==> config.mk <==
export PLATFORM = sky130hd
export DESIGN_NAME = nfdw_front
export DESIGN_NICKNAME = d
export VERILOG_FILES = /design/src/sv/neuron_forward_and_delta_weight_defines.svh /design/src/sv/nfdw_pkg.sv /design/src/sv/nfdw_front.sv
export SDC_FILE = /design/constraint.sdc
export NUM_CORES = 1
export LEC_CHECK = 0
export BUFFER_PORTS_ARGS = -buffer_cell sky130_fd_sc_hd__buf_2
export CAP_MARGIN = 25
export CELL_PAD_IN_SITES_DETAIL_PLACEMENT = 1
export CELL_PAD_IN_SITES_GLOBAL_PLACEMENT = 1
export CORE_UTILIZATION = 48
export CTS_CLUSTER_SIZE = 20
export DETAILED_ROUTE_END_ITERATION = 8
export GPL_TIMING_DRIVEN = 0
export HOLD_SLACK_MARGIN = 0.08
export PLACE_DENSITY_LB_ADDON = 0.1
export SLEW_MARGIN = 20
export SYNTH_ARGS = -nofsm -noshare
export SYNTH_HDL_FRONTEND = slang
export SYNTH_SLANG_ARGS = --single-unit
==> constraint.sdc <==
create_clock -name aclk -period 7.8 [get_ports aclk]
set_input_delay 0.78 -clock aclk [delete_from_list [all_inputs] [get_ports aclk]]
set_output_delay 0.78 -clock aclk [all_outputs]
set_load 0.01 [all_outputs]
==> src/sv/neuron_forward_and_delta_weight_defines.svh <==
// ----------------------------------------------------------------------------
// Assertion macros for the neuron forward and delta weight block
// Shared property forms used by the modules that carry assertions.
// ----------------------------------------------------------------------------
`ifndef NEURON_FORWARD_AND_DELTA_WEIGHT_DEFINES_SVH
`define NEURON_FORWARD_AND_DELTA_WEIGHT_DEFINES_SVH

// The consequent must hold in the same cycle as the antecedent.
`define NFDW_ASSERT_NOW(label, clk, rstn, ante, cons, msg) \
    label: assert property (@(posedge clk) disable iff (!rstn) (ante) |-> (cons)) \
        else $error(msg);

// The consequent must hold in the cycle after the antecedent.
`define NFDW_ASSERT_NEXT(label, clk, rstn, ante, cons, msg) \
    label: assert property (@(posedge clk) disable iff (!rstn) (ante) |=> (cons)) \
        else $error(msg);

`endif

==> src/sv/nfdw_pkg.sv <==
// ----------------------------------------------------------------------------
// nfdw_pkg
// Types, constants and arithmetic helpers of the neuron forward and delta
// weight block.
// ----------------------------------------------------------------------------
package nfdw_pkg;

    localparam int FRAC_BITS       = 12;
    localparam int ACT_TABLE_DEPTH = 256;

    localparam int DATA_W = 16;
    localparam int CFG_W  = 13;
    localparam int SUM_W  = 40;
    localparam int PROD_W = 2 * DATA_W;
    localparam int X_W    = SUM_W - FRAC_BITS + 1;
    localparam int ARG_W  = X_W + 1;
    localparam int SIG_W  = FRAC_BITS + 1;
    localparam int QUO_W  = FRAC_BITS + 1;
    localparam int NUM_W  = X_W + FRAC_BITS;
    localparam int T_W    = SIG_W + 2;
    localparam int OPA_W  = DATA_W + 1;
    localparam int MUL_W  = 50;
    localparam int P1_W   = CFG_W + 1 + DATA_W;
    localparam int P2_W   = P1_W + DATA_W - FRAC_BITS;

    localparam int ONE_I  = 1 << FRAC_BITS;
    localparam int GRID_I = (16 * ONE_I) / ACT_TABLE_DEPTH;

    localparam logic [2:0] ACT_STEP    = 3'd0;
    localparam logic [2:0] ACT_TANH    = 3'd1;
    localparam logic [2:0] ACT_SIGMOID = 3'd2;
    localparam logic [2:0] ACT_FAST    = 3'd3;
    localparam logic [2:0] ACT_LEAKY   = 3'd4;

    localparam logic [2:0] REG_ACT_MODE  = 3'd0;
    localparam logic [2:0] REG_STEP_THR  = 3'd1;
    localparam logic [2:0] REG_LEAK      = 3'd2;
    localparam logic [2:0] REG_LEARN     = 3'd3;
    localparam logic [2:0] REG_MOMENTUM  = 3'd4;

    localparam logic KIND_FORWARD = 1'b0;
    localparam logic KIND_DELTA   = 1'b1;

    typedef struct packed {
        logic [2:0]               act_mode;
        logic signed [DATA_W-1:0] step_threshold;
        logic signed [DATA_W-1:0] leak_factor;
        logic [CFG_W-1:0]         learn_rate;
        logic [CFG_W-1:0]         momentum;
    } cfg_t;

    typedef struct packed {
        logic                     kind;
        logic signed [SUM_W-1:0]  sum;
        logic signed [DATA_W-1:0] value;
        logic                     active;
        logic signed [DATA_W-1:0] prior;
        logic signed [DATA_W-1:0] err;
    } req_t;

    function automatic logic signed [MUL_W:0] rshr_round(
        input logic signed [MUL_W:0] v, input int s);
        logic signed [MUL_W:0] half;
        half = (MUL_W + 1)'(1) <<< (s - 1);
        return (v + half) >>> s;
    endfunction

    function automatic logic signed [DATA_W-1:0] sat16(input logic signed [MUL_W:0] v);
        logic signed [MUL_W:0] hi;
        logic signed [MUL_W:0] lo;
        hi = (MUL_W + 1)'(32767);
        lo = -(MUL_W + 1)'(32768);
        if (v > hi) begin
            return DATA_W'(32767);
        end else if (v < lo) begin
            return DATA_W'(-32768);
        end
        return v[DATA_W-1:0];
    endfunction

    function automatic logic signed [X_W-1:0] round_sum(input logic signed [SUM_W-1:0] s);
        logic signed [SUM_W:0] t;
        t = ({s[SUM_W-1], s} + ((SUM_W + 1)'(1) <<< (FRAC_BITS - 1))) >>> FRAC_BITS;
        return t[X_W-1:0];
    endfunction

    // Piecewise-linear sigmoid on an argument quantized to the table grid.
    function automatic logic [SIG_W-1:0] sig_pw(input logic signed [ARG_W-1:0] x);
        logic signed [ARG_W-1:0] lim;
        logic signed [ARG_W-1:0] q;
        logic [ARG_W-1:0]        a;
        logic [ARG_W-1:0]        y;
        lim = ARG_W'(8 * ONE_I);
        if (x < -lim) begin
            q = -lim;
        end else if (x >= lim) begin
            q = lim - ARG_W'(GRID_I);
        end else begin
            q = x & ~ARG_W'(GRID_I - 1);
        end
        a = q[ARG_W-1] ? ARG_W'(-q) : ARG_W'(q);
        if (a >= ARG_W'(5 * ONE_I)) begin
            y = ARG_W'(ONE_I);
        end else if (a >= ARG_W'((19 * ONE_I) / 8)) begin
            y = (a >> 5) + ARG_W'((27 * ONE_I) / 32);
        end else if (a >= ARG_W'(ONE_I)) begin
            y = (a >> 3) + ARG_W'((5 * ONE_I) / 8);
        end else begin
            y = (a >> 2) + ARG_W'(ONE_I / 2);
        end
        if (q[ARG_W-1]) begin
            y = ARG_W'(ONE_I) - y;
        end
        return y[SIG_W-1:0];
    endfunction

endpackage

==> src/sv/nfdw_front.sv <==
// ----------------------------------------------------------------------------
// nfdw_front
// Accepts input requests, multiplies and accumulates forward terms, and
// queues layer-end and delta requests for the back end.
// ----------------------------------------------------------------------------
module nfdw_front (
    input  logic                aclk,
    input  logic                aresetn,
    input  logic                s_tvalid,
    output logic                s_tready,
    // source_value, link_weight, source_active, prior_delta, neuron_error
    input  logic [71:0]         s_tdata,
    // cmd
    input  logic                s_tuser,
    input  logic                s_tlast,
    input  logic                q_full,
    output logic                push,
    output nfdw_pkg::req_t      push_req
);

    typedef enum logic {F_IDLE, F_MAC} fstate_t;

    fstate_t                                   state_reg;
    logic signed [nfdw_pkg::SUM_W-1:0]         sum_reg;
    logic signed [nfdw_pkg::PROD_W-1:0]        prod_reg;
    logic                                      cmd_reg;
    logic                                      last_reg;
    logic                                      active_reg;
    logic signed [nfdw_pkg::DATA_W-1:0]        value_reg;
    logic signed [nfdw_pkg::DATA_W-1:0]        prior_reg;
    logic signed [nfdw_pkg::DATA_W-1:0]        err_reg;
    logic signed [nfdw_pkg::SUM_W:0]           sum_wide;
    logic signed [nfdw_pkg::SUM_W-1:0]         sum_next;
    logic                                      accept;

    assign s_tready = (state_reg == F_IDLE) && !q_full;
    assign accept   = s_tvalid && s_tready;

    always_comb begin
        sum_wide = {sum_reg[nfdw_pkg::SUM_W-1], sum_reg}
                 + (nfdw_pkg::SUM_W + 1)'(prod_reg);
        if (cmd_reg == nfdw_pkg::KIND_DELTA || !active_reg) begin
            sum_next = sum_reg;
        end else if (sum_wide[nfdw_pkg::SUM_W] != sum_wide[nfdw_pkg::SUM_W-1]) begin
            sum_next = sum_wide[nfdw_pkg::SUM_W]
                     ? {1'b1, {(nfdw_pkg::SUM_W-1){1'b0}}}
                     : {1'b0, {(nfdw_pkg::SUM_W-1){1'b1}}};
        end else begin
            sum_next = sum_wide[nfdw_pkg::SUM_W-1:0];
        end
    end

    assign push = (state_reg == F_MAC) && (cmd_reg == nfdw_pkg::KIND_DELTA || last_reg);

    always_comb begin
        push_req.kind   = cmd_reg;
        push_req.sum    = sum_next;
        push_req.value  = value_reg;
        push_req.active = active_reg;
        push_req.prior  = prior_reg;
        push_req.err    = err_reg;
    end

    always_ff @(posedge aclk) begin
        if (!aresetn) begin
            state_reg <= F_IDLE;
            sum_reg   <= '0;
        end else begin
            unique case (state_reg)
                F_IDLE: begin
                    if (accept) begin
                        state_reg <= F_MAC;
                    end
                end
                F_MAC: begin
                    state_reg <= F_IDLE;
                    if (cmd_reg == nfdw_pkg::KIND_FORWARD) begin
                        sum_reg <= last_reg ? '0 : sum_next;
                    end
                end
                default: state_reg <= F_IDLE;
            endcase
        end
        if (accept) begin
            cmd_reg    <= s_tuser;
            last_reg   <= s_tlast;
            value_reg  <= $signed(s_tdata[15:0]);
            active_reg <= s_tdata[32];
            prior_reg  <= $signed(s_tdata[48:33]);
            err_reg    <= $signed(s_tdata[64:49]);
            prod_reg   <= $signed(s_tdata[15:0]) * $signed(s_tdata[31:16]);
        end
    end

endmodule

Word-level counts from Yosys, hierarchy flattened
Index checks and enable logic that the tools add are counted.
{ "word_totals": {"out_inout_bits": 92, "input_bits": 78, "word_cells": 28, "reg_bits": 124} }
{ "op_classes": {"n_bitwise": 2, "n_mul": 1, "n_eq_ne": 1, "n_mux": 6, "reduce_logical": 8, "addsub": 1} }
{ "op_table": {"columns": ["cell", "count"], "rows": [
  ["2-to-1 mux 40 bit", 4],
  ["adder 40 x 32 -> 41 bit", 1],
  ["multiplier 16 x 16 -> 32 bit", 1],
  ["logical AND 1 bit", 3],
  ["logical NOT 1 bit", 2],
  ["logical OR 1 bit", 2],
  ["NOT 1 bit", 2],
  ["case mux 1 bit (2 select lines)", 1],
  ["AND reduction 2 bit", 1],
  ["2-to-1 mux 1 bit", 1],
  ["!= test 1 bit", 1]
]} }

Depth between registers and ports, before layout
Gate-level depths: netlist (run 1).
{ "depth": {"word_depth": 5, "depth_mapped": 24, "ltp_nobuf": 23} }

Worst setup path after synthesis (run 1)
OpenSTA, ideal clock, no wires.
{ "synth_timing": {"path_type": "in2reg", "from": "in s_tdata[15]", "to": "reg prod_reg[31] (netlist name), data pin", "path_buffers": 1, "setup_time_ns": 0.264, "cell_stages": 19, "path_slack_ns": 1.329, "required_time_ns": 7.536, "arrival_time_ns": 6.207, "cell_sequence": "clkbuf_1 nand2_1 inv_1 fa_1 fa_1 fa_1 fa_1 fa_1 inv_1 fa_1 inv_1 ha_1 or2_2 nor3b_1 and3_1 a221o_1 o2111ai_1 a221oi_1 xnor2_1"} }
{ "synth_via": {"elab_chain_cells": 1} }
{ "synth_rtl": {"columns": ["element", "line", "text"], "rows": [
  ["start: declaration", "nfdw_front.sv:12", "input logic [71:0] s_tdata,"],
  ["multiplier 16 x 16 -> 32 bit", "nfdw_front.sv:91", "prod_reg <= $signed(s_tdata[15:0]) * $signed(s_tdata[31:16]);"],
  ["end signal: assignment", "nfdw_front.sv:91", null],
  ["end: declaration", "nfdw_front.sv:25", "logic signed [nfdw_pkg::PROD_W-1:0] prod_reg;"]
]} }
No other way between the ends.
A chain may end at the register's enable or synchronous reset.

Worst setup path in the final report (run 1)
{ "layout_timing": {"from": "in s_tdata[7]", "to": "reg prod_reg[31] (netlist name), data pin"} }
Same word-level chain as after synthesis.

==> results of run 1 <==
[how the worst max path moves through the flow]
stage / startpoint / slack, ns / to
5_1_grt: s_tdata[7] / 0.06 / prod_reg[31]
2_1_floorplan: s_tdata[15] / 1.33 / prod_reg[31]
3_3_place_gp: s_tdata[11] / 0.27 / prod_reg[31]
3_5_place_dp: s_tdata[7] / 0.12 / prod_reg[31]
6_report: s_tdata[7] / 0.29 / prod_reg[31]
4_1_cts: s_tdata[8] / 0.28 / prod_reg[31]
[layout make-up]
class	instances	area [um^2]
Buffer	72	314
Clock buffer	18	429
Clock inverter	14	208
Fill cell	3994	15100
Inverter	283	1060
Multi-Input combinational cell	1271	12000
Sequential cell	124	3310
Tap cell	448	561
Timing Repair Buffer	163	838
[worst max-delay path: cells and delay by family]
kind | cells | cell delay [ns]
AO/OA/AOI/OAI | 6 | 2.24
XOR/XNOR | 1 | 0.11
adder cells (fa/ha/maj) | 7 | 3.24
buffers and inverters | 3 | 0.85
AND/OR/NAND/NOR | 2 | 0.43
[kinds of logic (layout without fill, tap and decap cells)]
logic type      Yosys count  after routing  share of synthesized area [%]
simple gates            511            511                           15.1
xor+xnor                 69             69                           3.63
compound gates          303            303                           12.1
fa+ha+maj               386            386                           40.9
mux                       2              2                          0.135
buf+inv                 355            550                           8.27
flops                   124            124                           19.9
[placed cells by master, fill, tap and decap left out, types with 12 or more instances in the layout]
master	count
a21o_1	32
a21oi_1	78
a221o_1	24
and2_1	132
buf_2	170
clkbuf_1	55
clkbuf_16	17
dfxtp_1	41
edfxtp_1	83
fa_1	263
ha_1	122
inv_1	282
nand2_1	210
nand2b_1	12
nand4_1	15
nor2_1	77
o21a_1	14
o21ai_0	75
xnor2_1	50
xor2_1	19
[synthesized netlist by cell type, drive strengths merged, types with 8 or more instances]
master / instances
nand2: 210
a221o: 24
a211oi: 10
xor2: 19
nand4: 15
inv: 283
nand2b: 12
nand3: 12
o21ai: 86
fa: 263
a21o: 32
and2: 133
dfxtp: 41
edfxtp: 83
o211ai: 10
nor2b: 11
xnor2: 50
nor3: 12
nor2: 78
o21a: 14
clkbuf: 54
buf: 18
a21oi: 79
o21bai: 8
ha: 122
[per-layer routing]
layer | up-vias | GRT usage, % | part of all wire, %
met5 | - | 0 | 0
met4 | 0 | 7.57 | 2.1
met3 | 68 | 2.83 | 3.7
met2 | 326 | 50.7 | 50
met1 | 6757 | 38.2 | 44
li1 | 6035 | - | -
[per-stage QoR]
| stage | utilization, % | area, um^2 | worst slack [ns] |
|---|---|---|---|
| after floorplan | - | 16600 | 1.33 |
| after global placement | 53.3 | 18000 | 0.267 |
| after detailed placement | 53.4 | 18000 | 0.117 |
| after CTS | 55.3 | 18700 | 0.279 |
| after global routing | 55.3 | 18700 | 0.0626 |
| final | 55.3 | 18700 | 0.291 |
==> results.json, run 1 <==
{
  "start_kind": "primary input",
  "synth_area_leaders": "fa_1 (32%), edfxtp_1 (15%), ha_1 (9.2%)",
  "yosysTopAreaCell": "fa_1",
  "holdWs_ns": 0.482,
  "routed_via_density": 5.51,
  "grt_use_total_pct": 28.9,
  "syn-instance-count": 1750,
  "cts_tree": "done",
  "antenna_found_initial": 0,
  "grt_pass1_vias": 14500,
  "detail-route-antenna-nets": 0,
  "path_clk_slew_ns": 0.06,
  "cts.sinks": 124,
  "die_h_um": 188,
  "fin_skew_ns": 0.0128,
  "timing.rr.start": "prod_reg[31]",
  "grt_first_pass_wirelength_mm": 79.2,
  "io_buffers": 162,
  "wl_mm": 49.8,
  "crit_fanout": 10,
  "timing.setup.tns_ns": 0,
  "avgSynthCellArea_um2": 9.51,
  "slew_violations": 0,
  "wire_per_inst_um": 20.8,
  "ys_seq_area_share_pct": 19.9,
  "synthesis.area_um2": 16600,
  "synth_edf_count": 83,
  "drt-initial-drc-count": 771,
  "cap_violations": 0,
  "critPathRequiredTime_ns": 7.96,
  "numCtsBuffers": 17,
  "crit_type": "primary input to flip-flop",
  "async_flop_share_pct": 0,
  "post-dp-hpwl_mm": 41.3,
  "ys_ff_latch": 124,
  "htree_levels": 4,
  "r2r_cells": 11,
  "setup_viol": 0,
  "critPathCaptureType": "flip-flop",
  "slowest_delay_ns": 0.59,
  "dp_cells": 2361,
  "period_share_pct": 96.3,
  "core_um2": 33800,
  "crit_top_cell": "fa_1",
  "synth.distinct_cells": 75,
  "start_util_pct": 49.3,
  "drtPass1Iterations": 5,
  "hold_path_class": "flip-flop to flip-flop",
  "drive_gt1_share_pct": 12.1,
  "area_delta_synth_final_pct": 12.2,
  "clkLatencyLatePin_ns": 0.43,
  "tightest_slew_ns": 0.902,
  "synth_top_area_share_pct": 31.6,
  "cts-root-buf": "clkbuf_16",
  "min_period_ns": 7.51,
  "arrival_ns": 7.67,
  "cts.repair.resized": 0,
  "die_width_um": 188,
  "synth_fp_nets": 2213,
  "rrSetupSlack_ns": 3.85,
  "synth_flop_cell": "edfxtp_1",
  "timing.fmax_ghz": 0.133,
  "place.gp.congestion": 0.902,
  "grt_overflow": 0,
  "yosys_warnings": 0,
  "hold_viol": 0,
  "crit_chain": "buf_2 -> clkbuf_1 -> nand2_1 -> fa_1 -> fa_1 -> fa_1 -> inv_1 -> ha_1 -> fa_1 -> fa_1 -> ha_1 -> a2111oi_0 -> o21ai_0 -> a31oi_1 -> and3_1 -> a221o_1 -> o2111ai_1 -> a221oi_1 -> xnor2_1",
  "drc": 0,
  "largest_reg_flops": 40,
  "fp.dieArea_um2": 35400,
  "postCtsSetupRepairBufs": 0,
  "vias": 13200,
  "rsz0062_at_grt": "false",
  "cts.path.max_buffers": 2,
  "crit_slowest_cell": "a31oi_1",
  "whs_endpoint": "sum_reg[30]",
  "cts_hold_buffers": 0,
  "holdPathStages": 2,
  "ios": 170,
  "finalNonFillerCells": 2393,
  "hold_start": "sum_reg[30]",
  "max-slew-margin-rel_pct": 39.4,
  "num_antenna_cells": 0,
  "num_rows": 67,
  "grt_max_degree": 61,
  "worstReg2RegEnd": "sum_reg[28]",
  "fin_nets": 2395,
  "status": "finished clean"
}
Power of run 1 is not shown: default switching activity piles up to over one toggle a cycle in this logic, so the estimate is an artifact.
==> inputs of run 2 (changes only) <==
==> constraint.sdc (replaced) <==
create_clock -name aclk -period 7.8 [get_ports aclk]
set_input_delay 1.95 -clock aclk [delete_from_list [all_inputs] [get_ports aclk]]
set_output_delay 1.95 -clock aclk [all_outputs]
set_load 0.01 [all_outputs]
==> run 2 against run 1 <==
- utilization increased by 0.45 points
- setup slack got worse by 0.13 ns
- global-route usage fell by 0.17 points
==> results.json, run 2 (synthesized netlist as in run 1, its figures left out) <==
{
  "path_delay_family": "adder cells",
  "clkLatencyLatePin_ns": 0.43,
  "hold_path_class": "flip-flop to flip-flop",
  "grt_overflow": 0,
  "wire_per_inst_um": 20.6,
  "numCtsBuffers": 17,
  "grt_first_pass_wirelength_mm": 78.8,
  "finalNonFillerCells": 2391,
  "path_clk_slew_ns": 0.06,
  "dpl_cell_area_um2": 18000,
  "cts-root-buf": "clkbuf_16",
  "htree_levels": 4,
  "final_common_cell": "inv_1",
  "routed_via_density": 5.49,
  "crit_fanout": 10,
  "timing.rr.start": "prod_reg[31]",
  "grt_pass1_vias": 14500,
  "grt_max_degree": 61,
  "antenna_found_initial": 0,
  "drt-initial-drc-count": 714,
  "largest_reg_flops": 40,
  "crit_type": "primary input to flip-flop",
  "cap_violations": 0,
  "status": "finished clean",
  "vias": 13100,
  "critPathRequiredTime_ns": 7.97,
  "dp_cells": 2361,
  "slowest_delay_ns": 0.54,
  "wl_mm": 49.3,
  "rsz0062_at_grt": "false",
  "timing.fmax_ghz": 0.131,
  "regArea_um2": 3310,
  "fin_area_um2": 18800,
  "rrSetupSlack_ns": 3.88,
  "tightest_slew_ns": 0.930,
  "crit_buf_inv": 5,
  "crit_chain": "buf_2 -> buf_4 -> nand2_1 -> fa_1 -> fa_1 -> fa_1 -> inv_1 -> fa_1 -> fa_1 -> inv_1 -> fa_1 -> inv_1 -> ha_1 -> and3_1 -> and2_1 -> a31oi_2 -> and3_1 -> a221o_1 -> o2111ai_2 -> a21oi_1 -> xnor2_1",
  "fillers": 3975,
  "start_kind": "primary input",
  "start_util_pct": 49.3,
  "ios": 170,
  "period_share_pct": 97.9,
  "cts.path.max_buffers": 2,
  "hold_start": "sum_reg[35]",
  "die_width_um": 188,
  "max-slew-margin-rel_pct": 37.5,
  "multi_input_area_um2": 12000,
  "holdWs_ns": 0.484,
  "place.gp.congestion": 0.902,
  "crit_slowest_cell": "fa_1",
  "drive_gt1_share_pct": 14.2,
  "core_um2": 33800,
  "final_cell_mix": "inv_1 (282), fa_1 (261), nand2_1 (210)",
  "arrival_ns": 7.81,
  "drc": 0,
  "grt_use_total_pct": 28.7,
  "io_buffers": 162,
  "min_period_ns": 7.64,
  "worstSetupStartpoint": "s_tdata[12]",
  "post-dp-hpwl_mm": 41.3,
  "num_rows": 67,
  "hold_viol": 0,
  "crit_top_cell": "fa_1",
  "die_h_um": 188,
  "detail-route-antenna-nets": 0,
  "fp.dieArea_um2": 35400,
  "cts.sinks": 124,
  "slew_violations": 0,
  "drtPass1Iterations": 5,
  "setup_viol": 0,
  "fin_skew_ns": 0.0119,
  "cts_tree": "done",
  "fin_nets": 2392,
  "critPathCaptureType": "flip-flop",
  "area_delta_synth_final_pct": 13.2
}
==> run 2: changes by cell type in the layout (fill, tap and decap cells not counted), sizes merged <==
cell	before	now
clkbuf	72	55
buf	181	195
diode	0	1
==> run 2: timing repair <==
action / CTS / global route
setup endpoints to repair: 13 / 5
hold buffers: 0 / 0
pin swaps: 2 / 5
gates resized for setup: 35 / 45
buffers inserted: 1 / 2
==> run 2: final cells by class <==
type / count / share of cell area (%)
clock buffer: 18 / 2.28
buffer: 66 / 1.95
tap: 448 / 2.98
timing repair buffer: 166 / 4.58
clock inverter: 14 / 1.10
multi-input combinational: 1271 / 63.9
sequential: 124 / 17.6
antenna: 1 / 0.0133
inverter: 283 / 5.64
==> run 2: worst min-delay path, delay by kind of cell, from the launching register on <==
family	cells	cell delay [ns]
flip-flops	1	0.33
AO/OA/AOI/OAI	1	0.05
AND/OR/NAND/NOR	1	0.06
==> run 2: path summary, 6_finish.rpt <==
check                  to  depth (start not counted)
min reg2reg   sum_reg[35]                          2
max          prod_reg[29]                         21
max reg2reg   sum_reg[28]                         11
min           sum_reg[35]                          2
==> run 2: per-stage QoR <==
stage,TNS [ns],util (%),setup WS [ns]
detailed placement,-9.38,53.4,-1.05
global placement,-7.19,53.3,-0.903
floorplan,0,-,0.159
CTS,0,55.5,0.00140
finish,0,55.7,0.162
global route,0,55.7,0.00664
==> run 2: layer usage <==
layer,up-vias,global-route usage [%],wire [um]
li1,6029,-,-
met1,6707,38.0,21800
met2,317,50.4,24500
met3,71,2.94,1870
met4,0,7.41,1170
met5,-,0,0
Power of run 2 is left out for the same reason.
==> inputs of run 3 (changes only) <==
SETUP_SLACK_MARGIN = 0.3   (was unset)
==> run 3 against run 2 <==
- via count grew 2.6%
- utilization is 1.3 points higher
- clock skew rose by 0.0019 ns
- maximum frequency rose by 2.6%
- count of clock-buffer cells in the layout is 1 lower
- setup slack improved by 0.20 ns
==> results.json, run 3 (synthesized netlist as in run 1, its figures left out) <==
{
  "final_cell_mix": "inv_1 (280), fa_1 (256), nand2_1 (209)",
  "slew_violations": 0,
  "grt_max_degree": 62,
  "clkLatencyLatePin_ns": 0.44,
  "grt_use_total_pct": 30.0,
  "whs_endpoint": "sum_reg[35]",
  "core_um2": 33800,
  "start_kind": "primary input",
  "numCtsBuffers": 17,
  "grt_overflow": 0,
  "area_delta_synth_final_pct": 15.8,
  "crit_slowest_cell": "fa_1",
  "hold_viol": 0,
  "multi_input_area_um2": 12200,
  "io_buffers": 162,
  "drt-initial-drc-count": 701,
  "timing.fmax_ghz": 0.134,
  "final_common_cell": "inv_1",
  "dp_cells": 2361,
  "drtPass1Iterations": 5,
  "num_rows": 67,
  "min_period_ns": 7.44,
  "fillers": 3875,
  "holdPathStages": 2,
  "finalNonFillerCells": 2411,
  "critPathCaptureType": "flip-flop",
  "max-slew-margin-rel_pct": 39.3,
  "critPathRequiredTime_ns": 7.98,
  "antenna_found_initial": 1,
  "slowest_delay_ns": 0.55,
  "crit_top_cell": "fa_1",
  "setup_viol": 0,
  "cts_hold_buffers": 0,
  "detail-route-antenna-nets": 0,
  "hold_path_class": "flip-flop to flip-flop",
  "routed_via_density": 5.59,
  "fin_skew_ns": 0.0138,
  "die_width_um": 188,
  "tightest_slew_ns": 0.903,
  "period_share_pct": 95.4,
  "rrSetupSlack_ns": 3.87,
  "post-dp-hpwl_mm": 42.4,
  "path_clk_slew_ns": 0.06,
  "start_util_pct": 49.3,
  "cts.sinks": 124,
  "timing.rr.start": "prod_reg[31]",
  "arrival_ns": 7.62,
  "place.gp.congestion": 0.939,
  "regArea_um2": 3310,
  "htree_levels": 4,
  "utilization_pct": 57.1,
  "crit_type": "primary input to flip-flop",
  "crit_buf_inv": 6,
  "num_antenna_cells": 0,
  "rsz0062_at_grt": "true",
  "die_h_um": 188,
  "path_delay_family": "adder cells",
  "largest_reg_flops": 40,
  "hold_start": "sum_reg[35]",
  "ios": 170,
  "cts_tree": "done",
  "fp.dieArea_um2": 35400,
  "crit_chain": "buf_4 -> buf_8 -> and2_1 -> fa_1 -> inv_1 -> fa_1 -> inv_1 -> fa_1 -> fa_1 -> fa_1 -> inv_1 -> fa_1 -> inv_1 -> ha_4 -> a21oi_2 -> nor2_1 -> a211oi_2 -> nand4b_1 -> a311oi_4 -> a211oi_2 -> nor2_1 -> o21ai_1 -> xor2_1",
  "crit_fanout": 10,
  "worstReg2RegEnd": "sum_reg[28]",
  "cts-root-buf": "clkbuf_16",
  "fin_nets": 2413,
  "status": "finished clean",
  "cap_violations": 0,
  "wl_mm": 52.3,
  "cts.path.max_buffers": 2,
  "vias": 13500,
  "wire_per_inst_um": 21.7,
  "drive_gt1_share_pct": 16.1,
  "drc": 0,
  "grt_first_pass_wirelength_mm": 81.6,
  "r2r_cells": 11,
  "grt_pass1_vias": 14800
}
## run 3: cell count changes in the layout (fill, tap and decap cells not counted), sizes merged
cell	change
bufinv	-4
buf	+18
inv	+2
clkbuf	+2
clkinv	+2
diode	-1
clkinvlp	+1
## run 3: what timing repair did
item | in CTS | in global routing
gates resized for setup | 87 | 89
cloned | 0 | 1
pin swaps | 7 | 29
endpoints found under the setup margin | 13 | 8
setup buffers | 3 | 14
## run 3: cell type report
cell class / count / share of cell area (%)
multi-input cells: 1271 / 63.2
flip-flops and latches: 124 / 17.2
inverters: 283 / 5.51
repair buffers: 181 / 5.45
well taps: 448 / 2.91
plain buffers: 72 / 2.90
clock buffers: 17 / 2.21
clock inverters: 15 / 0.675
## run 3: worst max-delay path by stage
stage / from / to / slack, ns / cells past startpoint
4_1_cts: s_tdata[15] / prod_reg[30] / 0.29 / 24
5_1_grt: s_tdata[8] / prod_reg[31] / 0.24 / 21
3_3_place_gp: s_tdata[7] / prod_reg[30] / -0.83 / 24
6_report: s_tdata[3] / prod_reg[30] / 0.36 / 23
2_1_floorplan: s_tdata[11] / prod_reg[31] / 0.30 / 19
3_5_place_dp: s_tdata[7] / prod_reg[30] / -0.97 / 24
## run 3: layer usage
| metal | GRT usage, % | share of wire [%] | vias up |
|---|---|---|---|
| li1 | - | - | 6069 |
| met1 | 39.1 | 43 | 6927 |
| met2 | 52.4 | 51 | 372 |
| met3 | 2.96 | 3.6 | 102 |
| met4 | 9.57 | 2.7 | 0 |
| met5 | 0 | 0 | - |
## run 3: metrics by stage
stage | instance area (um^2) | setup WS [ns] | hold WS [ns] | TNS (ns)
4_1_cts | 18900 | 0.288 | 0.481 | 0
2_1_floorplan | 16700 | 0.304 | 0.446 | 0
5_1_grt | 19300 | 0.236 | 0.515 | 0
3_5_place_dp | 18100 | -0.966 | 0.472 | -7.35
3_3_place_gp | 18000 | -0.830 | 0.460 | -6.03
6_report | 19300 | 0.358 | 0.481 | 0
## run 3: worst min-delay path, stage by stage (launching register included)
cell     delay, ns
dfxtp_1       0.33
nand2_1       0.06
o21ai_1       0.05
Power of run 3 is left out for the same reason.
