--- src/sv/neuron_forward_and_delta_weight_defines.svh ---
// ----------------------------------------------------------------------------
// Assertion macros for the neuron forward and delta weight block
// Shared property forms used by the modules that carry assertions.
// ----------------------------------------------------------------------------
`ifndef NEURON_FORWARD_AND_DELTA_WEIGHT_DEFINES_SVH
`define NEURON_FORWARD_AND_DELTA_WEIGHT_DEFINES_SVH

// The consequent must hold in the same cycle as the antecedent.
`define NFDW_ASSERT_NOW(label, clk, rstn, ante, cons, msg) \
    label: assert property (@(posedge clk) disable iff (!rstn) (ante) |-> (cons)) \
        else $error(msg);

// The consequent must hold in the cycle after the antecedent.
`define NFDW_ASSERT_NEXT(label, clk, rstn, ante, cons, msg) \
    label: assert property (@(posedge clk) disable iff (!rstn) (ante) |=> (cons)) \
        else $error(msg);

`endif

--- src/sv/nfdw_pkg.sv ---
// ----------------------------------------------------------------------------
// nfdw_pkg
// Types, constants and arithmetic helpers of the neuron forward and delta
// weight block.
// ----------------------------------------------------------------------------
package nfdw_pkg;

    localparam int FRAC_BITS       = 12;
    localparam int ACT_TABLE_DEPTH = 256;

    localparam int DATA_W = 16;
    localparam int CFG_W  = 13;
    localparam int SUM_W  = 40;
    localparam int PROD_W = 2 * DATA_W;
    localparam int X_W    = SUM_W - FRAC_BITS + 1;
    localparam int ARG_W  = X_W + 1;
    localparam int SIG_W  = FRAC_BITS + 1;
    localparam int QUO_W  = FRAC_BITS + 1;
    localparam int NUM_W  = X_W + FRAC_BITS;
    localparam int T_W    = SIG_W + 2;
    localparam int OPA_W  = DATA_W + 1;
    localparam int MUL_W  = 50;
    localparam int P1_W   = CFG_W + 1 + DATA_W;
    localparam int P2_W   = P1_W + DATA_W - FRAC_BITS;

    localparam int ONE_I  = 1 << FRAC_BITS;
    localparam int GRID_I = (16 * ONE_I) / ACT_TABLE_DEPTH;

    localparam logic [2:0] ACT_STEP    = 3'd0;
    localparam logic [2:0] ACT_TANH    = 3'd1;
    localparam logic [2:0] ACT_SIGMOID = 3'd2;
    localparam logic [2:0] ACT_FAST    = 3'd3;
    localparam logic [2:0] ACT_LEAKY   = 3'd4;

    localparam logic [2:0] REG_ACT_MODE  = 3'd0;
    localparam logic [2:0] REG_STEP_THR  = 3'd1;
    localparam logic [2:0] REG_LEAK      = 3'd2;
    localparam logic [2:0] REG_LEARN     = 3'd3;
    localparam logic [2:0] REG_MOMENTUM  = 3'd4;

    localparam logic KIND_FORWARD = 1'b0;
    localparam logic KIND_DELTA   = 1'b1;

    typedef struct packed {
        logic [2:0]               act_mode;
        logic signed [DATA_W-1:0] step_threshold;
        logic signed [DATA_W-1:0] leak_factor;
        logic [CFG_W-1:0]         learn_rate;
        logic [CFG_W-1:0]         momentum;
    } cfg_t;

    typedef struct packed {
        logic                     kind;
        logic signed [SUM_W-1:0]  sum;
        logic signed [DATA_W-1:0] value;
        logic                     active;
        logic signed [DATA_W-1:0] prior;
        logic signed [DATA_W-1:0] err;
    } req_t;

    function automatic logic signed [MUL_W:0] rshr_round(
        input logic signed [MUL_W:0] v, input int s);
        logic signed [MUL_W:0] half;
        half = (MUL_W + 1)'(1) <<< (s - 1);
        return (v + half) >>> s;
    endfunction

    function automatic logic signed [DATA_W-1:0] sat16(input logic signed [MUL_W:0] v);
        logic signed [MUL_W:0] hi;
        logic signed [MUL_W:0] lo;
        hi = (MUL_W + 1)'(32767);
        lo = -(MUL_W + 1)'(32768);
        if (v > hi) begin
            return DATA_W'(32767);
        end else if (v < lo) begin
            return DATA_W'(-32768);
        end
        return v[DATA_W-1:0];
    endfunction

    function automatic logic signed [X_W-1:0] round_sum(input logic signed [SUM_W-1:0] s);
        logic signed [SUM_W:0] t;
        t = ({s[SUM_W-1], s} + ((SUM_W + 1)'(1) <<< (FRAC_BITS - 1))) >>> FRAC_BITS;
        return t[X_W-1:0];
    endfunction

    // Piecewise-linear sigmoid on an argument quantized to the table grid.
    function automatic logic [SIG_W-1:0] sig_pw(input logic signed [ARG_W-1:0] x);
        logic signed [ARG_W-1:0] lim;
        logic signed [ARG_W-1:0] q;
        logic [ARG_W-1:0]        a;
        logic [ARG_W-1:0]        y;
        lim = ARG_W'(8 * ONE_I);
        if (x < -lim) begin
            q = -lim;
        end else if (x >= lim) begin
            q = lim - ARG_W'(GRID_I);
        end else begin
            q = x & ~ARG_W'(GRID_I - 1);
        end
        a = q[ARG_W-1] ? ARG_W'(-q) : ARG_W'(q);
        if (a >= ARG_W'(5 * ONE_I)) begin
            y = ARG_W'(ONE_I);
        end else if (a >= ARG_W'((19 * ONE_I) / 8)) begin
            y = (a >> 5) + ARG_W'((27 * ONE_I) / 32);
        end else if (a >= ARG_W'(ONE_I)) begin
            y = (a >> 3) + ARG_W'((5 * ONE_I) / 8);
        end else begin
            y = (a >> 2) + ARG_W'(ONE_I / 2);
        end
        if (q[ARG_W-1]) begin
            y = ARG_W'(ONE_I) - y;
        end
        return y[SIG_W-1:0];
    endfunction

endpackage

--- src/sv/nfdw_queue.sv ---
// ----------------------------------------------------------------------------
// nfdw_queue
// Two-entry request queue between the front end and the back end.
// ----------------------------------------------------------------------------
`include "neuron_forward_and_delta_weight_defines.svh"

module nfdw_queue (
    input  logic                aclk,
    input  logic                aresetn,
    input  logic                push_i,
    input  nfdw_pkg::req_t      push_req_i,
    output logic                full_o,
    input  logic                pop_i,
    output logic                valid_o,
    output nfdw_pkg::req_t      head_o
);

    nfdw_pkg::req_t mem_reg [2];
    logic           wr_ptr_reg;
    logic           rd_ptr_reg;
    logic [1:0]     count_reg;

    assign full_o  = count_reg == 2'd2;
    assign valid_o = count_reg != 2'd0;
    assign head_o  = mem_reg[rd_ptr_reg];

    always_ff @(posedge aclk) begin
        if (!aresetn) begin
            wr_ptr_reg <= 1'b0;
            rd_ptr_reg <= 1'b0;
            count_reg  <= 2'd0;
        end else begin
            if (push_i) begin
                wr_ptr_reg <= !wr_ptr_reg;
            end
            if (pop_i) begin
                rd_ptr_reg <= !rd_ptr_reg;
            end
            if (push_i && !pop_i) begin
                count_reg <= count_reg + 2'd1;
            end else if (pop_i && !push_i) begin
                count_reg <= count_reg - 2'd1;
            end
        end
        if (push_i) begin
            mem_reg[wr_ptr_reg] <= push_req_i;
        end
    end

    `NFDW_ASSERT_NOW(a_push_not_full, aclk, aresetn, push_i, !full_o, "push into a full queue")
    `NFDW_ASSERT_NOW(a_pop_not_empty, aclk, aresetn, pop_i, valid_o, "pop from an empty queue")
    `NFDW_ASSERT_NEXT(a_count_up, aclk, aresetn, push_i && !pop_i, count_reg == $past(count_reg) + 2'd1, "queue count did not rise on push")

endmodule

--- config.mk ---
export PLATFORM = sky130hd
export DESIGN_NAME = nfdw_queue
export DESIGN_NICKNAME = d
export VERILOG_FILES = /design/src/sv/nfdw_pkg.sv /design/src/sv/nfdw_queue.sv
export VERILOG_INCLUDE_DIRS = /design/src /design/src/sv
export SDC_FILE = /design/constraint.sdc
export NUM_CORES = 1
export LEC_CHECK = 0
export ABC_AREA = 1
export BUFFER_PORTS_ARGS = -buffer_cell sky130_fd_sc_hd__buf_2
export CAP_MARGIN = 25
export CORE_ASPECT_RATIO = 1.4
export CORE_MARGIN = 2
export CORE_UTILIZATION = 57
export CTS_CLUSTER_DIAMETER = 80
export DETAILED_ROUTE_END_ITERATION = 10
export PLACE_DENSITY = 0.92
export REMOVE_ABC_BUFFERS = 1
export SLEW_MARGIN = 30
export SYNTH_ARGS = -nofsm -noshare
export SYNTH_HDL_FRONTEND = slang
export SYNTH_SLANG_ARGS = --single-unit
export TNS_END_PERCENT = 5
--- constraint.sdc ---
create_clock -name aclk -period 12.5 [get_ports aclk]
set_clock_uncertainty 0.2 [all_clocks]
set_input_delay 2.5 -clock aclk [delete_from_list [all_inputs] [get_ports aclk]]
set_output_delay 2.5 -clock aclk [all_outputs]
set_load 0.005 [all_outputs]
Word-level counts from Yosys, hierarchy flattened
Memory sizes are Yosys's and may differ from the RTL's. A register that Yosys moved wholly into a read port is not among the register bits.
Cells that the tools add are included.
Widths: inputs -> output; s select.
{"block": "word_totals", "ff_bits": 4, "mem_bits_rw": 180, "input_bits": 94, "output_inout_bits": 92, "elab_cells": 21, "n_memories": 1}
{"name": "mem_reg", "words": 2, "word_bits": 90, "read_ports": 1, "rd_ports_with_merged_regs": 1, "write_ports": 1, "line": "nfdw_queue.sv:18", "text": "nfdw_pkg::req_t mem_reg [2];"}
{"block": "op_classes", "addsub": 2, "eq_ne": 1, "n_mux": 6, "n_reduce_logical": 8}
{"op": "$logic_not 1->1", "count": 4}
{"op": "$mux 1", "count": 4}
{"op": "$mux 2", "count": 2}
{"op": "$reduce_bool 2->1", "count": 2}
{"op": "$add 2x1->2 const B", "count": 1}
{"op": "$eq 2x2->1 const B", "count": 1}
{"op": "$logic_and 1x1->1", "count": 2}
{"op": "$sub 2x1->2 const B", "count": 1}

Longest topological paths before layout
Gate-level depths: netlist of run 1.
{"block": "logic_depth", "word_depth": 4, "mapped_depth": 8, "mapped_depth_nobuf": 8}

Worst setup path before layout of run 1
OpenSTA, ideal clock, no wires.
{"block": "synth_timing", "kind": "input port to flip-flop", "start": "input push_i", "end": "memory mem_reg[0][0] (netlist bit) (enable)", "setup_ps": 542, "arrival_time_ps": 6309, "required_ps": 11758, "setup_slack_ps": 5450, "cell_stages": 2, "n_path_buf": 0, "cell_sequence": "inv_1 -> nor2_1"}
{"block": "synth_via", "elab_chain_len": 2}
{"element": "start, declared", "line": "nfdw_queue.sv:10", "text": "input logic push_i,"}
{"element": "$mux 1", "line": "nfdw_queue.sv:45", "text": "if (push_i) begin"}
{"element": "$mux 1 (implied by the code)", "line": "nfdw_queue.sv:46", "text": "mem_reg[wr_ptr_reg] <= push_req_i;"}
{"element": "end, declared", "line": "nfdw_queue.sv:18"}
Every way passes these cells.

==> results of run 1 <==
where the power goes:
group          internal [W]  leakage [nW]  switching [W]
combinational     0.0000715          1.52      0.0000553
sequential         0.000718          1.73      0.0000139
clock              0.000338         0.299       0.000217
cell families after synthesis:
| family | Yosys count | share of synthesized area [%] |
|---|---|---|
| muxes | 90 | 18.8 |
| and+or+nand+nor | 19 | 1.05 |
| AOI/OAI and AO/OA | 2 | 0.139 |
| buffers and inverters | 18 | 3.09 |
| DFF | 185 | 76.7 |
| adders and majority gates | 1 | 0.174 |
synth_stat cells, drive strengths merged:
| library cell | number |
|---|---|
| a21oi | 1 |
| buf | 10 |
| dfxtp | 5 |
| edfxtp | 180 |
| ha | 1 |
| inv | 8 |
| mux2 | 90 |
| nand2 | 9 |
| nand3 | 1 |
| nand4 | 1 |
| nor2 | 8 |
| o21ai | 1 |
path summary, 6_finish.rpt:
kind / start / end / slack, ns / depth (start not counted)
max: register / head_o[24] / 7.38 / 3
max reg2reg: wr_ptr_reg / mem_reg[0][70] / 10.09 / 2
min reg2reg: rd_ptr_reg / register / 0.34 / 2
min: rd_ptr_reg / register / 0.34 / 2
routing by layer:
metal / global-route usage [%] / share of wire (%)
met5: 0 / 0
met4: 7.31 / 1.9
met3: 6.08 / 4.7
met2: 34.1 / 57
met1: 18.3 / 36
worst max-delay path: cells and delay by family (launching register included):
family	cells	cell delay [ns]
DFF	1	0.77
buffers and inverters	2	0.78
muxes	1	0.36
metrics by stage:
stage / util (%) / area (µm²)
after floorplan: - / 6980
after global placement: 66.1 / 8130
after detailed placement: 66.1 / 8130
after CTS: 71.1 / 8750
after global routing: 71.2 / 8760
final: 71.2 / 8770
cell type report:
class | count | area share, %
well taps | 150 | 2.14
inverters | 8 | 0.357
repair buffers | 188 | 10.9
flip-flops and latches | 185 | 62.8
diodes | 3 | 0.0856
clock buffers | 19 | 4.94
multi-input cells | 112 | 16.6
clock inverters | 12 | 2.15
==> results.txt, run 1 <==
Fin crit period: 5.12 ns
Routed wire length: 12,500 µm
Antenna Violating Nets Remaining: 0
Power Density: 161 mW/mm²
Initial antenna violation count: 2
Non-filler cells, final: 677
CTS tree: done
# Max-Cap Violations: 0
Clock Pin Slew Worst Setup and Hold Paths: 0.06 ns
Worst setup margin: 7.38 ns
Total GRT Usage: 18.2%
Final setup viols: 0
DRC viols: 0
Initial Util: 58.3%
WS Path Type: reg2out
P&R area growth vs syn: 22.2%
Critical Path Slowest Stage Cell: dfxtp_4
Overall power: 0.00141 W
Clock Latency Late Sink: 0.40 ns
Outcome: complete, no violations
Vias in the first global route: 3,664
Vias per cell: 5.16
Largest register FFs: 180
Post-CTS Setup Bufs: 0
Most common cell after layout, fill and taps aside: buf_2
First-pass iteration count of the detailed router: 7
Average size of a mapped cell: 22.8 µm²
Final period util: 40.9%
Fmax: 195 MHz
Row Count: 48
Layout Nets: 607
Worst Hold Class: reg2reg
Pre-CTS setup slack: 7.57 ns
Chip height: 137 µm
Mapped Cells: 315
Die outline width: 98.8 µm
Crit path launch type: register
Sequential cell area: 0.00551 mm²
Leak: 3.55 nW
CTS H-tree lvls: 4
Post_cts resized: 0
Final GP Congestion: 0.758
Largest stage delay, worst path: 0.77 ns
Drt wl/cell: 18.5 µm
Area of the multi-input gates: 0.00146 mm²
Cell taking the most area after synthesis: edfxtp_1
Total congestion overflow: 0
Mapped Area: 0.00718 mm²
Die area: 0.0135 mm²
CP cell instances: buf_6 > mux2_4 > buf_2
Synth top area cells: edfxtp_1, mux2_4, buf_12, dfxtp_1, nand2_1
I/O pins: 186
Clk sink count: 185
Dpl cells: 643
Area share of the largest cell type after synthesis: 75.3%
Most frequent cells in the layout: buf_2, edfxtp_1, mux2_4, clkbuf_16, nand2_1
Max clock buf depth: 2
Initial DRC Count: 171
Netlist cell types: 13
Worst rel slew slack: 43.7%
Fillers: 714
Setup crit end kind: output pin
Core box area: 0.0123 mm²
WHS: 0.339 ns
Setup TNS Final: 0 ns
Slew Viols, Final: 0
VDD IR max: 0.000120 V
CP required: 9.80 ns
Vias: 3,491
CTS Hold Buffers Added: 0
First-pass GRT wire length: 18,200 µm
Yosys warning total: 0
Share of layout cells above drive strength 1: 59.2%
Port buffer count: 185
Hold Violations, Final: 0
RSZ-0062 raised after global routing: false
Worst Path Arrival: 2.42 ns
Clock root cell: clkbuf_16
Total CTS buffers: 17
Largest net degree at the start of global routing: 79
#FFs+latches synth: 185
Worst slew pin tran: 0.845 ns
Hpwl dp: 8530 µm
Crit Path Max Fanout: 55
Register area share after synthesis: 76.7%
No activity file was read; power rests on OpenSTA's default activity.
==> inputs of run 2 (changes only) <==
--- a/config.mk
+++ b/config.mk
@@ -6,15 +6,15 @@
 export SDC_FILE = /design/constraint.sdc
 export NUM_CORES = 1
 export LEC_CHECK = 0
-export ABC_AREA = 1
+export ABC_AREA = 0
 export BUFFER_PORTS_ARGS = -buffer_cell sky130_fd_sc_hd__buf_2
 export CAP_MARGIN = 25
 export CORE_ASPECT_RATIO = 1.4
 export CORE_MARGIN = 2
-export CORE_UTILIZATION = 57
+export CORE_UTILIZATION = 47
 export CTS_CLUSTER_DIAMETER = 80
 export DETAILED_ROUTE_END_ITERATION = 10
-export PLACE_DENSITY = 0.92
+export PLACE_DENSITY = 0.83
 export REMOVE_ABC_BUFFERS = 1
 export SLEW_MARGIN = 30
 export SYNTH_ARGS = -nofsm -noshare
==> constraint.sdc (replaced) <==
create_clock -name aclk -period 4.45 [get_ports aclk]
set_clock_uncertainty 0.2 [all_clocks]
set_input_delay 0.89 -clock aclk [delete_from_list [all_inputs] [get_ports aclk]]
set_output_delay 0.89 -clock aclk [all_outputs]
set_load 0.005 [all_outputs]
==> run 2 against run 1 <==
Against the previous run:
- synthesized cell count down 4.1%
- wire length fell by 2.1%
- critical path depth stayed put
- largest cell class unchanged
==> results.txt, run 2 <==
Outcome: complete, no violations
Max clock buf depth: 2 (unchanged)
Crit Path Max Fanout: 46 (-16%)
Final period util: 69.4%
Worst r2r src: wr_ptr_reg
Mapped Cells: 302 (-4.1%)
Port buffer count: 185 (unchanged)
First-pass GRT wire length: 19,200 µm (+5.7%)
Largest stage delay, worst path: 0.73 ns (-0.04 ns)
Largest register FFs: 180 (unchanged)
Total GRT Usage: 16.5% (-1.7 points)
Total congestion overflow: 0 (unchanged)
Post-CTS Setup Bufs: 0 (unchanged)
RSZ-0062 raised after global routing: false
Pre-CTS setup slack: 1.73 ns (-5.84 ns)
Power Density: 460 mW/mm² (+190%)
Overall power: 0.00389 W (+180%)
Fmax: 324 MHz
HP Start: count_reg[1]
Initial antenna violation count: 1 (-1)
Synth top area cells: edfxtp_1, mux2_2, buf_6, dfxtp_1, and2_1
R2R setup slack: 2.36 ns (-7.73 ns)
Number of synthesized flops with an enable pin: 180 (unchanged)
Register area share after synthesis: 81.6% (+4.9 points)
Final core occ: 60.6% (-11 points)
Most frequent cell after synthesis: edfxtp_1
Hold Violations, Final: 0 (unchanged)
Core box area: 0.0140 mm² (+14%)
VDD IR max: 0.000294 V (+140%)
WS Path Type: reg2out
CP cell instances: buf_16 > mux2_2 > buf_2
Met2 Use GR: 31.5% (-2.6 points)
Row Count: 51 (+6.3%)
# Max-Cap Violations: 0 (unchanged)
Chip height: 146 µm (+6.6%)
Total CTS buffers: 17 (unchanged)
Met1 Use GR: 16.1% (-2.3 points)
P&R area growth vs syn: 25.4%
Hold Path Depth: 2 (unchanged)
CTS Hold Buffers Added: 0 (unchanged)
Worst Path Arrival: 2.00 ns (-0.42 ns)
Mapped Area: 0.00675 mm² (-5.9%)
Worst rel slew slack: 42.1% (-1.6 points)
R2R cell count: 2 (unchanged)
Worst setup margin: 1.36 ns (-6.02 ns)
Die outline width: 105 µm (+6.5%)
I/O pins: 186 (unchanged)
Antenna Violating Nets Remaining: 0 (unchanged)
Netlist cell types: 17 (+4)
Clock Latency Late Sink: 0.41 ns (about the same)
Fin crit period: 3.09 ns
Critical Path Slowest Stage Cell: dfxtp_4
Layout Nets: 596 (-1.8%)
Die area: 0.0153 mm² (+14%)
Top FF cell, synth: edfxtp_1
Post-route cell area: 0.00846 mm² (-3.5%)
Average size of a mapped cell: 22.3 µm² (-1.9%)
Crit path launch type: register
Vias in the first global route: 3,867 (+5.5%)
Yosys warning total: 0 (unchanged)
Largest net degree at the start of global routing: 64 (-19%)
Worst Hold Class: reg2reg
Share of layout cells above drive strength 1: 61.2% (+2.0 points)
Clk sink count: 185 (unchanged)
Drt wl/cell: 17.6 µm (-5.0%)
Area of the multi-input gates: 0.00114 mm² (-22%)
Clock root cell: clkbuf_16
Hold path endpoint: count_reg[1]
Inserted Diodes: 0 (-3)
CTS tree: done
Cell taking the most area after synthesis: edfxtp_1
CTS H-tree lvls: 4 (unchanged)
Clock Pin Slew Worst Setup and Hold Paths: 0.06 ns (about the same)
Leak: 3.19 nW (-10%)
FFs w/ async S/R, synth: 0% (unchanged)
Post_cts resized: 0 (unchanged)
Most frequent cells in the layout: buf_2, edfxtp_1, mux2_2, clkbuf_16, inv_6
Setup crit end kind: output pin
Fillers: 1,039 (+46%)
GR peak layer: met2
Top cells by count, synth: edfxtp_1, mux2_2, buf_6
WHS: 0.321 ns (-0.0179 ns)
First-pass iteration count of the detailed router: 4 (-3)
Worst slew pin tran: 0.869 ns (+0.0236 ns)
Area share of the largest cell type after synthesis: 80.1% (+4.8 points)
Met3 GRT Util: 4.93% (-1.2 points)
Reg2reg end: mem_reg[1][0]
Routed wire length: 12,300 µm (-2.1%)
Vias per cell: 4.94 (-4.3%)
Most common cell after layout, fill and taps aside: buf_2
CP required: 3.36 ns (-6.44 ns)
Hpwl dp: 8330 µm (-2.4%)
Slew Viols, Final: 0 (unchanged)
#FFs+latches synth: 185 (unchanged)
Final GP Congestion: 0.749 (-1.3%)
Initial Util: 48.3% (-10 points)
Final setup viols: 0 (unchanged)
Initial DRC Count: 145 (-15%)
Vias: 3,445 (-1.3%)
Sequential cell area: 0.00551 mm² (unchanged)
DRC viols: 0 (unchanged)
DP Area: 0.00787 mm² (-3.2%)
run 2: cell types whose count changed after synthesis, sizes merged, moves of 2 or more:
cell | previous run | this run
nor2b | 0 | 2
inv | 8 | 1
nand2 | 9 | 0
and2 | 0 | 4
nor2 | 8 | 0
xor2 | 0 | 2
run 2: power by group:
part           leakage [nW]  switching, W  internal (W)
Combinational          1.16      0.000154      0.000185
Clock                 0.290      0.000614      0.000885
Sequential             1.73     0.0000374       0.00201
Total                  3.19      0.000806       0.00308
run 2: how the worst max path moves through the flow:
stage | cells past startpoint | slack (ns) | start | endpoint
detailed placement | 3 | 1.73 | push_i | mem_reg[1][85]
global route | 3 | 1.24 | register | head_o[21]
floorplan | 1 | -1.15 | push_i | mem_reg[0][0]
CTS | 3 | 1.30 | register | head_o[21]
finish | 3 | 1.36 | register | head_o[17]
global placement | 2 | 1.64 | register | head_o[77]
run 2: final cells by class:
cell class | count | area share [%]
Multi-Input combinational cell | 106 | 13.5
Inverter | 1 | 0.0444
Clock inverter | 14 | 1.98
Sequential cell | 185 | 65.1
Timing Repair Buffer | 190 | 11.6
Clock buffer | 17 | 5.03
Tap cell | 185 | 2.74
run 2: kinds of logic (layout without fill, tap and decap cells):
| family | count (synthesis) | after routing | share of synthesized area [%] |
|---|---|---|---|
| mux | 90 | 90 | 15.0 |
| xor+xnor | 3 | 3 | 0.389 |
| buf+inv | 11 | 222 | 1.67 |
| fa+ha+maj | 1 | 1 | 0.185 |
| simple gates | 9 | 9 | 0.871 |
| flops | 185 | 185 | 81.6 |
| compound gates | 3 | 3 | 0.297 |
run 2: metal layers:
metal | vias up | routed length [µm]
met5 | - | 13
met4 | 2 | 198
met3 | 14 | 652
met2 | 114 | 7110
met1 | 1722 | 4290
li1 | 1593 | -
run 2: stage by stage:
stage	instances	TNS, ns
floorplan	292	-104.28
CTS	698	0
detailed placement	667	0
global route	698	0
finish	698	0
global placement	666	0
run 2: critical path: cells and delay by family, from the launching register on:
family | cells | cell delay, ns
buf+inv | 2 | 0.44
flops | 1 | 0.73
mux | 1 | 0.38
==> inputs of run 3 (changes only) <==
--- a/config.mk
+++ b/config.mk
@@ -11,10 +11,10 @@
 export CAP_MARGIN = 25
 export CORE_ASPECT_RATIO = 1.4
 export CORE_MARGIN = 2
-export CORE_UTILIZATION = 47
+export CORE_UTILIZATION = 52
 export CTS_CLUSTER_DIAMETER = 80
 export DETAILED_ROUTE_END_ITERATION = 10
-export PLACE_DENSITY = 0.83
+export PLACE_DENSITY = 0.86
 export REMOVE_ABC_BUFFERS = 1
 export SLEW_MARGIN = 30
 export SYNTH_ARGS = -nofsm -noshare
==> constraint.sdc (replaced) <==
create_clock -name aclk -period 3 [get_ports aclk]
set_clock_uncertainty 0.2 [all_clocks]
set_input_delay 0.6 -clock aclk [delete_from_list [all_inputs] [get_ports aclk]]
set_output_delay 0.6 -clock aclk [all_outputs]
set_load 0.005 [all_outputs]
==> run 3 against run 2 <==
Against the previous run:
- count of clock-buffer cells in the layout rose by 1
- core utilization grew 6.0 points
- setup slack got worse by 0.90 ns
- register-to-register slack worse by 1.1 ns
- global-route usage rose by 1.3 points
- sequential cell count stayed put
- via count rose by 1.5%
- first-iteration DRC count rose by 28%
- non-clock buffer count unchanged
- largest power group unchanged
- power increased by 53%
- cell count fell by 4.3%
==> results.txt, run 3 (synthesized netlist as in run 2, its figures left out) <==
First-pass GRT wire length: 18,600 µm (-3.2%)
Crit path launch type: register
Setup TNS Final: 0 ns (unchanged)
Share of layout cells above drive strength 1: 61.4% (+0.19 points)
Worst slew pin tran: 0.743 ns (-0.125 ns)
Crit Path Max Fanout: 90 (+96%)
Most frequent cells in the layout: buf_2, edfxtp_1, mux2_2, clkbuf_16, bufinv_16
Critical Path Slowest Stage Cell: mux2_2
Reg2reg end: mem_reg[1][8]
Vias: 3,496 (+1.5%)
R2R setup slack: 1.26 ns (-1.10 ns)
Leak: 3.20 nW (+0.60%)
Clock Pin Slew Worst Setup and Hold Paths: 0.07 ns (about the same)
Routed wire length: 12,400 µm (+1.3%)
WP buf/inv: 2 (unchanged)
Initial Util: 52.9% (+4.6 points)
CTS H-tree lvls: 4 (unchanged)
Clock root cell: clkbuf_16
Crit path max-delay family: buffers and inverters
Initial DRC Count: 185 (+28%)
Sequential cell area: 0.00551 mm² (unchanged)
Most common cell after layout, fill and taps aside: buf_2
CP cell instances: buf_12 > mux2_2 > buf_2
First-pass iteration count of the detailed router: 4 (unchanged)
Hpwl dp: 8380 µm (+0.68%)
Chip height: 139 µm (-4.8%)
Setup crit end kind: output pin
Largest register FFs: 180 (unchanged)
Slew Viols, Final: 0 (unchanged)
Initial antenna violation count: 3 (+2)
Hold Violations, Final: 0 (unchanged)
Row Count: 49 (-3.9%)
Total CTS buffers: 17 (unchanged)
Fillers: 904 (-13%)
Total GRT Usage: 17.8% (+1.3 points)
Antenna Violating Nets Remaining: 0 (unchanged)
Hold Path Depth: 1 (-1)
Final period util: 84.7%
CTS tree: done
Worst Path Arrival: 1.74 ns (-0.26 ns)
CP required: 2.20 ns (-1.16 ns)
Largest net degree at the start of global routing: 91 (+42%)
Largest stage delay, worst path: 0.39 ns (-0.34 ns)
Final GP Congestion: 0.774 (+3.4%)
DRC viols: 0 (unchanged)
Worst Hold Class: in2reg
Core box area: 0.0128 mm² (-8.7%)
# Max-Cap Violations: 0 (unchanged)
Worst rel slew slack: 50.4% (+8.4 points)
Power Density: 700 mW/mm² (+52%)
Vias in the first global route: 3,791 (-2.0%)
WS Path Type: reg2out
CTS Hold Buffers Added: 0 (unchanged)
Worst r2r src: wr_ptr_reg
Outcome: complete, no violations
Layout Nets: 596 (unchanged)
Max clock buf depth: 2 (unchanged)
HP Start: push_req_i[64]
Die outline width: 100 µm (-4.7%)
Drt wl/cell: 18.6 µm (+5.9%)
Total congestion overflow: 0 (unchanged)
Fin crit period: 2.54 ns
Vias per cell: 5.23 (+6.0%)
Port buffer count: 185 (unchanged)
Final setup viols: 0 (unchanged)
Area of the multi-input gates: 0.00114 mm² (unchanged)
Hold path endpoint: mem_reg[0][64]
WHS: 0.167 ns (-0.154 ns)
Post-CTS Setup Bufs: 0 (unchanged)
Clk sink count: 185 (unchanged)
R2R cell count: 2 (unchanged)
VDD IR max: 0.000466 V (+59%)
P&R area growth vs syn: 25.7%
RSZ-0062 raised after global routing: false
Clock Latency Late Sink: 0.41 ns (about the same)
Fmax: 394 MHz
Post_cts resized: 0 (unchanged)
I/O pins: 186 (unchanged)
Die area: 0.0139 mm² (-9.3%)
## run 3: cell types whose count changed in the layout (fill, tap and decap cells not counted), sizes merged
cell and delta:
diode +2, inv -2, clkbuf +1, clkinvlp +1
clkinv -2, bufinv +2
## run 3: worst max-delay path by stage
stage / from / to / depth (start not counted)
3_5_place_dp: register / head_o[78] / 3
4_1_cts: register / head_o[78] / 3
3_3_place_gp: register / head_o[78] / 3
6_report: register / head_o[8] / 3
2_1_floorplan: push_i / mem_reg[0][0] / 1
5_1_grt: register / head_o[32] / 3
## run 3: per-stage QoR
stage | setup WS (ns) | area, µm² | total power (W) | instances | util (%)
2_1_floorplan | -2.31 | 6640 | 0.00335 | 292 | -
4_1_cts | 0.436 | 8480 | 0.00600 | 666 | 66.5
5_1_grt | 0.390 | 8480 | 0.00613 | 667 | 66.5
6_report | 0.459 | 8480 | 0.00594 | 668 | 66.5
3_3_place_gp | 0.903 | 7830 | 0.00358 | 635 | 61.4
3_5_place_dp | 0.894 | 7830 | 0.00361 | 635 | 61.4
## run 3: final cells by class
cell class | instances | share of cell area, %
Inverter | 1 | 0.0442
Clock buffer | 18 | 5.06
Multi-Input combinational cell | 106 | 13.4
Timing Repair Buffer | 190 | 11.7
Sequential cell | 185 | 64.9
Clock inverter | 13 | 2.55
Tap cell | 153 | 2.26
Antenna cell | 2 | 0.0590
## run 3: where the power goes
part / total (W) / switching [W] / internal (W)
registers: 0.00302 / 0.0000338 / 0.00299
clock network: 0.00239 / 0.000906 / 0.00149
logic: 0.000527 / 0.000253 / 0.000274
## run 3: layer usage
layer	wire, µm	GRT usage (%)	up-vias
li1	-	-	1594
met1	4180	17.5	1748
met2	7190	32.8	124
met3	632	5.04	28
met4	407	9.73	2
met5	13	0	-
